**src/sv/cba_bitmap_ram.sv**
```systemverilog
// Simple dual-port bitmap RAM with registered read.
module cba_bitmap_ram #(
    parameter int DEPTH = 256,
    parameter int WIDTH = 16
) (
    input  logic                     aclk,
    input  logic                     we,
    input  logic [$clog2(DEPTH)-1:0] waddr,
    input  logic [WIDTH-1:0]         wdata,
    input  logic                     re,
    input  logic [$clog2(DEPTH)-1:0] raddr,
    output logic [WIDTH-1:0]         rdata
);

    logic [WIDTH-1:0] mem [DEPTH];
    logic [WIDTH-1:0] rdata_reg;

    always_ff @(posedge aclk) begin
        if (we) begin
            mem[waddr] <= wdata;
        end
    end

    always_ff @(posedge aclk) begin
        if (re) begin
            rdata_reg <= mem[raddr];
        end
    end

    assign rdata = rdata_reg;

endmodule

```
**config.mk**
```make
export PLATFORM = sky130hd
export DESIGN_NAME = cba_bitmap_ram
export DESIGN_NICKNAME = d
export VERILOG_FILES = /design/src/sv/cba_bitmap_ram.sv
export SDC_FILE = /design/constraint.sdc
export NUM_CORES = 2
export LEC_CHECK = 0
export BUFFER_PORTS_ARGS = -buffer_cell sky130_fd_sc_hd__buf_2
export CELL_PAD_IN_SITES_DETAIL_PLACEMENT = 1
export CELL_PAD_IN_SITES_GLOBAL_PLACEMENT = 1
export CORE_UTILIZATION = 53
export CTS_BUF_LIST = sky130_fd_sc_hd__clkbuf_8
export DETAILED_ROUTE_END_ITERATION = 7
export PLACE_DENSITY_LB_ADDON = 0.2
export SYNTH_ARGS = -nofsm -noshare
export SYNTH_HDL_FRONTEND = slang
export SYNTH_SLANG_ARGS = --single-unit
```
**constraint.sdc**
```tcl
create_clock -name aclk -period 2.5 [get_ports aclk]
set_clock_uncertainty 0.1 [all_clocks]
set_input_delay 0.125 -clock aclk [delete_from_list [all_inputs] [get_ports aclk]]
set_output_delay 0.125 -clock aclk [all_outputs]
set_load 0.01 [all_outputs]
```
# ---- Word-level counts from Yosys, hierarchy flattened
# Memory sizes are Yosys's and may differ from the RTL's. A register that Yosys moved wholly into a read port is not among the register bits.
# Cells that the tools add are included.
dict set report word_totals {
  ram_bits 4096
  inputBits 35
  elab_cells 3
  regBits 0
  n_memories 1
}
# name words word_bits read_ports rd_ports_with_merged_regs write_ports line
set mem_list {}
lappend mem_list {mem 256 16 1 1 1 15} ;# logic [WIDTH-1:0] mem [DEPTH];
dict set report classes {
  n_mux 2
}
# cell n
set ops {}
lappend ops {{two-way mux 1 bit} 2}

# ---- Logic depth before layout (Yosys ltp)
dict set report logic_depth {
  ltp_word 2
  depth_mapped 12
}

# ---- Least setup slack after synthesis
# No wires, ideal clock.
dict set report synth_timing {
  path_type {input to register}
  startpoint {in raddr[0]}
  endpoint {reg rdata_reg[4] (netlist: rdata[4]) (read register of mem), data pin}
  t_arrival_ns 2.109
  path_buffers 3
  setup_slack_ns 0.026
  required_ns 2.135
  setup_time_ns 0.265
  path_stages 8
  cell_sequence {buf_6 buf_6 buf_2 mux4_2 mux4_2 a22o_1 o32ai_2 nor4_2}
}
# element line
set synth_lines {}
lappend synth_lines {{start, declared} 11} ;# input logic [$clog2(DEPTH)-1:0] raddr,
lappend synth_lines {{end, declared} 16} ;# logic [WIDTH-1:0] rdata_reg;

==> reports/qor.yml <==
cp_cell_sequence: "mux4_2 -> mux4_2 -> a22o_4 -> o32ai_4 -> buf_6 -> nor4_1"
holdWs_ns: 0.0766
largest_reg_flops: 4096
post-route-util_pct: 62.6
worst_path_most_repeated_cell: "mux4_2"
setup_viol: 16
layout_commonest_cell: "edfxtp_1"
num_vias: 85500
grt_overflow: 0
grt_pass1_wl_mm: 665
maxSlewViolCount: 0
max_freq_ghz: 0.361
die_w_um: 550
hold_viol: 0
cts.sinks: 4112
min_path_type: "primary input to flip-flop"
cts.path.max_buffers: 4
synth.top_cell.area_share_pct: 77.7
ys.warnings.count: 0
drive_gt1_share_pct: 32.4
path_max_fanout: 1
cts_max_level: 6
arrival_ns: 3.56
final_cell_mix: "edfxtp_1, buf_4, mux4_2"
crit_path_end_kind: "flip-flop"
cts_tree: "built"
drt_drc_violations_left: 0
p_leak_nw: 61.7
port_buffers: 50
cp.required_ns: 3.29
cts.reportedPaths.clkPinSlew_ns: 0.06
synth.area.top_cells: "edfxtp_1, mux4_2, mux2i_1"
antenna_found_initial: 34
seq_area_frac_synth_pct: 77.7
grt_max_degree: 105
violations: "setup timing"
routed_wl_mm: 473
nNetsFinal: 8836
postSynthAreaPerCell_um2: 21.6
yosysUniqueCellTypes: 51
coreArea_um2: 298000
synth-seq-cells: 4112
synth_nets: 7395
post-route-min-period_ns: 2.77
drt_iter0_markers: 11200
area_growth_pct: 17.2
status: "complete, but fails checks"
rows: 200
synthCells: 7360
wl_per_cell_um: 35.7
synth_edf_count: 4112
io_pins: 51
maxSlewHeadroom_pct: 8.29
numCtsBuffers: 659
insertion_delay_ns: 1.23
final.period_utilization_pct: 111
path_class: "flip-flop to flip-flop"
vias_per_cell: 6.45
tightest_slew_ns: 1.37
die_h_um: 550
yosysTopAreaCell: "edfxtp_1"
synthFlopType: "edfxtp_1"
root_buffer: "clkbuf_8"
slowest_stage: "mux4_2"
cpPeakStageDelay_ns: 0.53
start_util_pct: 53.4
setup_ws_ns: -0.273
place.gp.congestion: 0.901
rsz0062_at_grt: "yes"
firstDrtPassIters: 6
grt_pass1_vias: 89100
async_reset_ff_share_pct: 0
ant_nets: 0
die-area_um2: 302000
grt_usage_pct: 31.4
cap_violations: 0
cellPowerDensity_nw_per_um2: 741
cp-start-kind: "flip-flop"
synth_area_um2: 159000
dpl.hpwl_mm: 297
peakVddDrop_mv: 0.634
stage by stage:
step / setup TNS [ns] / std cells / total power, mW / instance area (µm²) / worst slack, ns
2_1_floorplan: 0 / 7360 / 81.3 / 159000 / 0.0261
3_3_place_gp: -14.50 / 12000 / 85.6 / 173000 / -1.22
3_5_place_dp: -15.61 / 12000 / 85.9 / 173000 / -1.31
4_1_cts: -2.64 / 13300 / 139 / 186000 / -0.295
5_1_grt: -3.10 / 13300 / 141 / 186000 / -0.290
6_report: -2.46 / 13300 / 138 / 186000 / -0.273
critical path, delay by kind of cell, from the launching register on:
| family | cells | cell delay, ns |
|---|---|---|
| DFF | 1 | 0.41 |
| and+or+nand+nor | 1 | 0.05 |
| AOI/OAI and AO/OA | 2 | 0.73 |
| muxes | 2 | 1.01 |
| buffers and inverters | 1 | 0.17 |
path summary, 6_finish.rpt:
kind	from	end	slack, ns	cells after the start
min	wdata[13]	mem[88][13]	0.08	3
max	mem[30][14]	rdata[14]	-0.27	6
min reg2reg	mem[218][0]	rdata[0]	1.06	6
max reg2reg	mem[30][14]	rdata[14]	-0.27	6
synth_stat cells (17+ instances only):
library cell and number:
nor2_1 304, o32ai_1 20, clkbuf_1 230, nand4_1 26, o221ai_1 252, nor3_1 92
a221oi_1 28, mux2_2 88, buf_4 26, nor4_1 17, a22o_1 32, mux2i_1 565
buf_2 76, mux4_2 797, a22oi_1 43, o22ai_1 148, buf_6 77, o21ai_0 37
a211oi_1 18, buf_1 27, edfxtp_1 4112, nand3_1 35, a21oi_1 175, nand2_1 38
repair_timing:
action | CTS | global route
resized for setup | 127 | 20
gates cloned | 0 | 0
hold endpoints to repair | 8191 | 0
pin swaps | 25 | 9
endpoints found under the setup margin | 16 | 31
setup buffers | 0 | 0
hold buffers | 75 | 0
layer usage:
layer / GRT usage, % / up-vias / wire length (µm)
met3: 5.94 / 878 / 46300
met4: 12.4 / 16 / 19400
li1: - / 34300 / -
met1: 43.5 / 45600 / 181000
met2: 49.9 / 4754 / 226000
met5: 0 / - / 104
power by group:
group	leakage [nW]	switching, mW	total (mW)	internal, mW
combinational	17.9	5.43	8.86	3.43
clock	6.88	27.2	52.9	25.7
sequential	37.0	0.0927	76.1	76.0
total	61.7	32.7	138	105
logic make-up after synthesis:
family | Yosys count | share of synthesized area (%)
flip-flops | 4112 | 77.7
multiplexers | 1450 | 15.5
AO/OA/AOI/OAI | 786 | 3.53
AND/OR/NAND/NOR | 556 | 1.57
buffers and inverters | 456 | 1.69
cell type report:
| class | instances | area (µm²) |
|---|---|---|
| inverters | 4 | 27.5 |
| repair buffers | 1232 | 12300 |
| diodes | 8 | 20.0 |
| clock buffers | 664 | 9140 |
| well taps | 3939 | 4930 |
| flip-flops and latches | 4112 | 123000 |
| fillers | 24600 | 111000 |
| clock inverters | 512 | 2650 |
| multi-input cells | 2792 | 33700 |
Power figures use the tool's default switching activity.
