## src/sv/cba_pkg.sv

```systemverilog
// Shared constants, types and helper functions of the contiguous block allocator.
package cba_pkg;

    localparam int MAX_BLOCKS = 4096;
    localparam int WORD_W     = 16;
    localparam int WORDS      = MAX_BLOCKS / WORD_W;
    localparam int ADDR_W     = $clog2(WORDS);
    localparam int LANE_W     = $clog2(WORD_W);
    localparam int BLK_W      = $clog2(MAX_BLOCKS);
    localparam int CNT_W      = $clog2(MAX_BLOCKS + 1);
    localparam int POP_W      = $clog2(WORD_W + 1);
    localparam int FD_W       = 7;
    localparam int PADDR_W    = 4;
    localparam int PDATA_W    = 32;

    typedef logic [WORD_W-1:0] word_t;
    typedef logic [ADDR_W-1:0] addr_t;
    typedef logic [BLK_W-1:0]  blk_t;
    typedef logic [CNT_W-1:0]  cnt_t;
    typedef logic [LANE_W-1:0] lane_t;

    typedef enum logic [1:0] {
        FUNC_ALLOC  = 2'd0,
        FUNC_MARK   = 2'd1,
        FUNC_CLR_CM = 2'd2,
        FUNC_CLR_TX = 2'd3
    } func_t;

    typedef enum logic [1:0] {
        REG_DEVICE  = 2'd0,
        REG_FIRST   = 2'd1,
        REG_RESERVE = 2'd2,
        REG_INPLACE = 2'd3
    } reg_idx_t;

    typedef enum logic [3:0] {
        ST_INIT,
        ST_IDLE,
        ST_SCAN,
        ST_DECIDE,
        ST_MARK,
        ST_SET_RD,
        ST_SET_WR,
        ST_CLEAR,
        ST_DONE
    } state_t;

    // Result of scanning one bitmap word.
    typedef struct packed {
        logic [POP_W-1:0] pop;
        logic             hit;
        lane_t            hit_lane;
        cnt_t             run_out;
    } scan_res_t;

    // Ones from lane upward.
    function automatic word_t mask_from(input lane_t lane);
        mask_from = {WORD_W{1'b1}} << lane;
    endfunction

    // Ones from lane downward, lane included.
    function automatic word_t mask_upto(input lane_t lane);
        mask_upto = ~(({WORD_W{1'b1}} << lane) << 1);
    endfunction

endpackage

```

## src/sv/cba_word_scan.sv

```systemverilog
// Per-word free mask, free count and run search over one bitmap word.
module cba_word_scan import cba_pkg::*; (
    input  word_t     tx_word,
    input  word_t     cm_word,
    input  logic      tx_only,
    input  addr_t     word_idx,
    input  blk_t      start_blk,
    input  cnt_t      end_blk,
    input  cnt_t      run_in,
    input  blk_t      count,
    output scan_res_t res
);

    addr_t              start_w;
    lane_t              start_j;
    logic [ADDR_W:0]    end_w;
    lane_t              end_j;
    word_t              lo_mask;
    word_t              hi_mask;
    word_t              free;
    logic [POP_W-1:0]   zpos [WORD_W];
    cnt_t               run_lane [WORD_W];
    logic [WORD_W-1:0]  hit_vec;

    assign start_w = start_blk[BLK_W-1:LANE_W];
    assign start_j = start_blk[LANE_W-1:0];
    assign end_w   = end_blk[CNT_W-1:LANE_W];
    assign end_j   = end_blk[LANE_W-1:0];

    always_comb begin
        if (word_idx > start_w) begin
            lo_mask = '1;
        end else if (word_idx == start_w) begin
            lo_mask = mask_from(start_j);
        end else begin
            lo_mask = '0;
        end
        if ({1'b0, word_idx} < end_w) begin
            hi_mask = '1;
        end else if ({1'b0, word_idx} == end_w) begin
            hi_mask = ~mask_from(end_j);
        end else begin
            hi_mask = '0;
        end
    end

    assign free = ~tx_word & (tx_only ? {WORD_W{1'b1}} : ~cm_word) & lo_mask & hi_mask;

    // zpos: one past the highest non-free lane at or below j, 0 if none
    always_comb begin
        for (int j = 0; j < WORD_W; j++) begin
            zpos[j] = '0;
            for (int i = 0; i <= j; i++) begin
                if (!free[i]) begin
                    zpos[j] = POP_W'(i + 1);
                end
            end
            if (zpos[j] == '0) begin
                run_lane[j] = run_in + CNT_W'(j + 1);
            end else begin
                run_lane[j] = CNT_W'(j + 1) - CNT_W'(zpos[j]);
            end
            hit_vec[j] = free[j] && (run_lane[j] >= {1'b0, count});
        end
    end

    always_comb begin
        res.pop      = '0;
        res.hit      = 1'b0;
        res.hit_lane = '0;
        for (int j = 0; j < WORD_W; j++) begin
            res.pop = res.pop + POP_W'(free[j]);
        end
        // take the lowest lane that completes a run
        for (int j = WORD_W - 1; j >= 0; j--) begin
            if (hit_vec[j]) begin
                res.hit      = 1'b1;
                res.hit_lane = lane_t'(j);
            end
        end
        res.run_out = run_lane[WORD_W-1];
    end

endmodule

```

## config.mk

```make
export PLATFORM = sky130hd
export DESIGN_NAME = cba_word_scan
export DESIGN_NICKNAME = d
export VERILOG_FILES = /design/src/sv/cba_pkg.sv /design/src/sv/cba_word_scan.sv
export SDC_FILE = /design/constraint.sdc
export NUM_CORES = 1
export LEC_CHECK = 0
export BUFFER_PORTS_ARGS = -buffer_cell sky130_fd_sc_hd__buf_2
export CAP_MARGIN = 0
export CORE_AREA = 4 4 143 145
export DETAILED_ROUTE_END_ITERATION = 12
export DIE_AREA = 0 0 147 149
export GPL_TIMING_DRIVEN = 1
export PLACE_DENSITY = 0.8
export SYNTH_ARGS = -nofsm -noshare
export SYNTH_HDL_FRONTEND = slang
export SYNTH_SLANG_ARGS = --single-unit
export TNS_END_PERCENT = 50
```

## constraint.sdc

```tcl
create_clock -name vclk -period 16.05
set_clock_uncertainty 0.05 [all_clocks]
set_input_delay 2.4075 -clock vclk [all_inputs]
set_output_delay 2.4075 -clock vclk [all_outputs]
set_load 0.05 [all_outputs]
```

# After elaboration in Yosys (flattened, before gate mapping)
# Cells that the tools add are included.
# totals
inputBits,91
out_inout_bits,23
reg_bits,0
wordCells,160
# classes
n_bitwise,6
n_eq_ne,2
addsub,47
reduce_logical,32
shift,2
n_lt_le_gt_ge,18
n_mux,53
# ops
op,n
$ge 13x12->1,16
$mux 13,16
$mux 5,31
$add 13x4->13 const B,8
$logic_not 5->1,16
$mux 16,5
$add 5x1->5,11
$add 13x3->13 const B,4
$and 16x16->16,3
$not 16->16,3
$sub 4x5->6 const A,8
$shl 16x4->16 const A,2
$add 13x2->13 const B,2
$sub 3x5->6 const A,4
$logic_and 1x1->1,16
$add 13x1->13 const B,1
$add 13x5->13 const B,1
$sub 2x5->6 const A,2
$eq 8x9->1,1
$lt 8x9->1,1
$eq 8x8->1,1
$gt 8x8->1,1
$sub 1x5->6 const A,1
$sub 5x5->6 const A,1
other kinds (5),5

# Longest topological paths before layout
# depth
word_depth,41
ltp_mapped,39
ltp_nobuf,37

# Least setup slack after synthesis
# OpenSTA, ideal clock, no wires.
# synth_path
path_kind,input port to output port
start,input start_blk[6]
end,output res[14] in the netlist's numbering
required_ns,13.592
stages,34
path_slack_ns,3.497
n_path_buf,3
arrival_ns,10.096
cell_sequence,inv_1 ha_1 and3_4 a221o_1 a211o_1 buf_6 clkbuf_1 and3_1 ha_1 a211oi_1 nand3_1 a211oi_4 nor2_2 inv_2 o22a_4 inv_2 o21ai_0 nand2b_1 nand2_1 inv_1 o21ai_0 ha_1 o21a_1 ha_1 clkbuf_1 a21boi_0 ha_1 a211o_1 o221ai_1 a211oi_1 a311oi_1 nor3b_1 o21ai_1 a221oi_2
# synth_rtl
item,line_no,text
from (decl),cba_word_scan.sv:7,"input blk_t start_blk,"
to (decl),cba_word_scan.sv:11,output scan_res_t res

==> results by stage <==
Placed design:
- The final estimated routing congestion in global placement is 1.055.
- The worst setup timing slack at the placement stage is 2.805 ns.
- The area of placed instances is 11130 µm².
- After legalization and detailed placement, the total HPWL measured 29840 µm.
- The count of buffers added on input and output ports is 114.

Worst setup path:
- The slowest stage cell on the critical path is or3_1.
- The nature of the critical path startpoint is an input port.
- The most frequent cell on the critical path is ha_1.
- The worst setup path is captured at an output pin.
- STA puts the critical path data arrival time at 11.16 ns.
- The largest single stage delay on the critical path is 0.54 ns.
- The setup path with the least slack is of type input port to output pin.
- Data on the critical path is required at its endpoint by 13.59 ns.
- In this run the worst path has a maximum fanout of 16.

Route:
- Once detail routing completed, the nets flagged for antenna violations numbered 0.
- The number of remaining DRC errors is 0.
- Before antenna repair, the detailed router went through 8 iterations.
- Detailed routing inserted a total of 11240 vias.
- The routed wire length per instance is 21.35 µm.
- The violation count after the first detailed-route iteration is 1055.
- The total wire length is 38380 µm.
- The average via count per standard cell is 6.250.

Floorplanning:
- The core region is 19210 µm².
- The die is 149 µm tall.
- The initial cell density of the core is 54.13%.
- After floorplanning, the core was divided into 51 placement rows.
- The total die area is 21900 µm².
- The count of boundary I/O pins is 114.
- In this run the horizontal extent of the chip is 147 µm.

Flow run:
- The total of max-cap violations is 0.

Logic synthesis:
- In the post-synthesis netlist, the biggest area contributors are ha_1 (30%), xnor2_1 (8.0%), nor2_1 (7.8%).
- The number of standard cells after synthesis is 1470.
- The net count of the mapped netlist is 1821.
- The number of distinct library cells after synthesis is 89.
- The mean instance size in the synthesized netlist is 7.072 µm².
- Sequential cells were found to cover 0% of the synthesized design area.
- The number of warning messages in the yosys log is 0.
- The biggest area contributor in the post-synthesis netlist is ha_1.
- The fraction of post-synthesis cell area in the top cell type by area is 30.09%.
- The summed instance area of the synthesized netlist is 10400 µm².

Timing:
- The minimum setup slack in the final design is 2.428 ns.
- The final setup violation count is 0.
- The final max-slew violation count is 0.
- The final cycle utilization of the critical path is 84.87%.
- The actual transition at the worst max-transition pin is 1.085 ns.
- The minimum period implied by the final worst setup slack is 13.62 ns.
- In this run the tightest slew margin relative to its limit is 27.60%.
- Setup repair after global routing left no endpoint under its margin.
- The final number of hold-violating endpoints came to 0.
- The setup TNS after final layout is 0 ns.
- The highest clock frequency the design can meet is 73.41 MHz.

Finish:
- The count of fill cells added during filler insertion is 1851.
- The number of diodes is 0.
- The register area is 0 µm².
- After the last flow step, the layout net total stands at 1886.
- The cell area after layout is 11140 µm².
- The clock buffer count in the final layout is 0.
- There are 0 flip-flops and latches.
- The share of cells above drive strength 1 is 12.07%.
- Relative to the synthesized area, the layout overhead comes to 7.125%.

Clock tree:
- Once the clock tree was built, the resizer swapped 0 gates to a different size.
- The total of hold buffers inserted after clock tree synthesis is 0.
- Post-CTS timing repair inserted 0 buffers for setup.

Pwr:
- For this design the static power due to leakage is 5.548 nW.
- The internal power contribution is 111.2 µW.
- The worst ir drop on vdd is 0.02846 mV.
- The share of total power dissipated in the clock network is 0%.
- The net switching fraction of the power is 66.60%.
- The relative contribution of sequential cells to total power is 0%.
- For this design the total switching power over the nets is 221.8 µW.
- Combinational logic burns 100.0% of the power.
- For this design the ratio of total power to cell area is 29.90 nW/µm².

Min path:
- The capture endpoint of the worst hold path is res[2].
- The worst hold path depth is 4.
- The hold path startpoint is run_in[2].
- The type of the most critical hold path is input port to output pin.

GRT:
- The first global-routing pass estimated 58690 µm of wire.
- In the global route stage, overall resource usage came out at 33.42%.
- The total overflow left after global routing is 0.
- The number of antenna violations at the first check in global routing was 0.
- The pin count of the biggest net entering global routing is 24.
- The via count of the first global-routing pass was 10510.

Outcome:
- The run finished with clean final reports.
==> cells in the final DEF (no fill, tap or decap), drive strengths merged, types with 18 or more instances in the layout <==
cell,count
nand3,30
o21ai,64
ha,250
nand2b,22
nand2,145
inv,86
a21o,43
buf,126
o21a,18
nor2,222
xor2,57
xnor2,95
nor2b,23
a21oi,105
==> synthesized netlist by cell type, drive strengths merged, types with 18 or more instances <==
| cell | number |
|---|---|
| nor2 | 222 |
| xnor2 | 95 |
| nand2b | 22 |
| nand2 | 145 |
| xor2 | 57 |
| o21a | 18 |
| nor2b | 23 |
| clkbuf | 50 |
| inv | 86 |
| a21o | 43 |
| a21oi | 105 |
| o21ai | 64 |
| nand3 | 30 |
| ha | 250 |
==> layout make-up <==
cell class         instances  area, µm²  share of cell area, %
well taps                265      331.6                  2.977
repair buffers           127      668.1                  5.999
multi-input cells       1319       9806                  88.05
inverters                 87      331.6                  2.977
==> power groups by stage <==
stage	Sequential [mW]	Clock (mW)	Combinational, mW
5_1_grt	0	0	0.365
3_3_place_gp	0	0	0.319
3_5_place_dp	0	0	0.327
6_report	0	0	0.333
4_1_cts	0	0	0.328
2_1_floorplan	0	0	0.236
==> metal layers <==
metal,global-route usage (%),part of all wire [%],up-vias
li1,-,-,5317
met1,45.30,42,5095
met2,54.04,43,689
met3,5.074,11,137
met4,12.07,4.2,0
met5,0,0,-
==> stage by stage <==
step	hold slack, ns	cells	util (%)	power (mW)
6_report	5.451	1798	57.98	0.3330
3_3_place_gp	5.424	1797	57.94	0.3191
4_1_cts	5.439	1797	57.94	0.3283
3_5_place_dp	5.438	1797	57.94	0.3267
5_1_grt	5.471	1798	57.98	0.3647
2_1_floorplan	5.073	1470	-	0.2355
==> worst max-delay path, delay by kind of cell <==
family,cells,cell delay [ns]
and+or+nand+nor,11,2.68
buffers and inverters,5,0.58
muxes,1,0.41
AOI/OAI and AO/OA,13,3.32
adders and majority gates,5,1.77
==> worst max path at each step <==
stage                 startpoint       to  cells past startpoint  slack, ns
global route         word_idx[5]  res[17]                     36       1.68
floorplan           start_blk[6]  res[14]                     34       3.50
global placement     word_idx[6]  res[17]                     35       3.11
CTS                  word_idx[6]  res[17]                     35       2.75
detailed placement   word_idx[6]  res[17]                     35       2.81
finish               word_idx[6]  res[17]                     35       2.43
==> cells by family after synthesis <==
logic type,share of synthesized area (%)
AO/OA/AOI/OAI,23.29
AND/OR/NAND/NOR,24.68
buffers and inverters,5.680
XOR/XNOR,12.81
adder cells (fa/ha/maj),32.01
multiplexers,1.529
(Power assumes the default switching activity.)
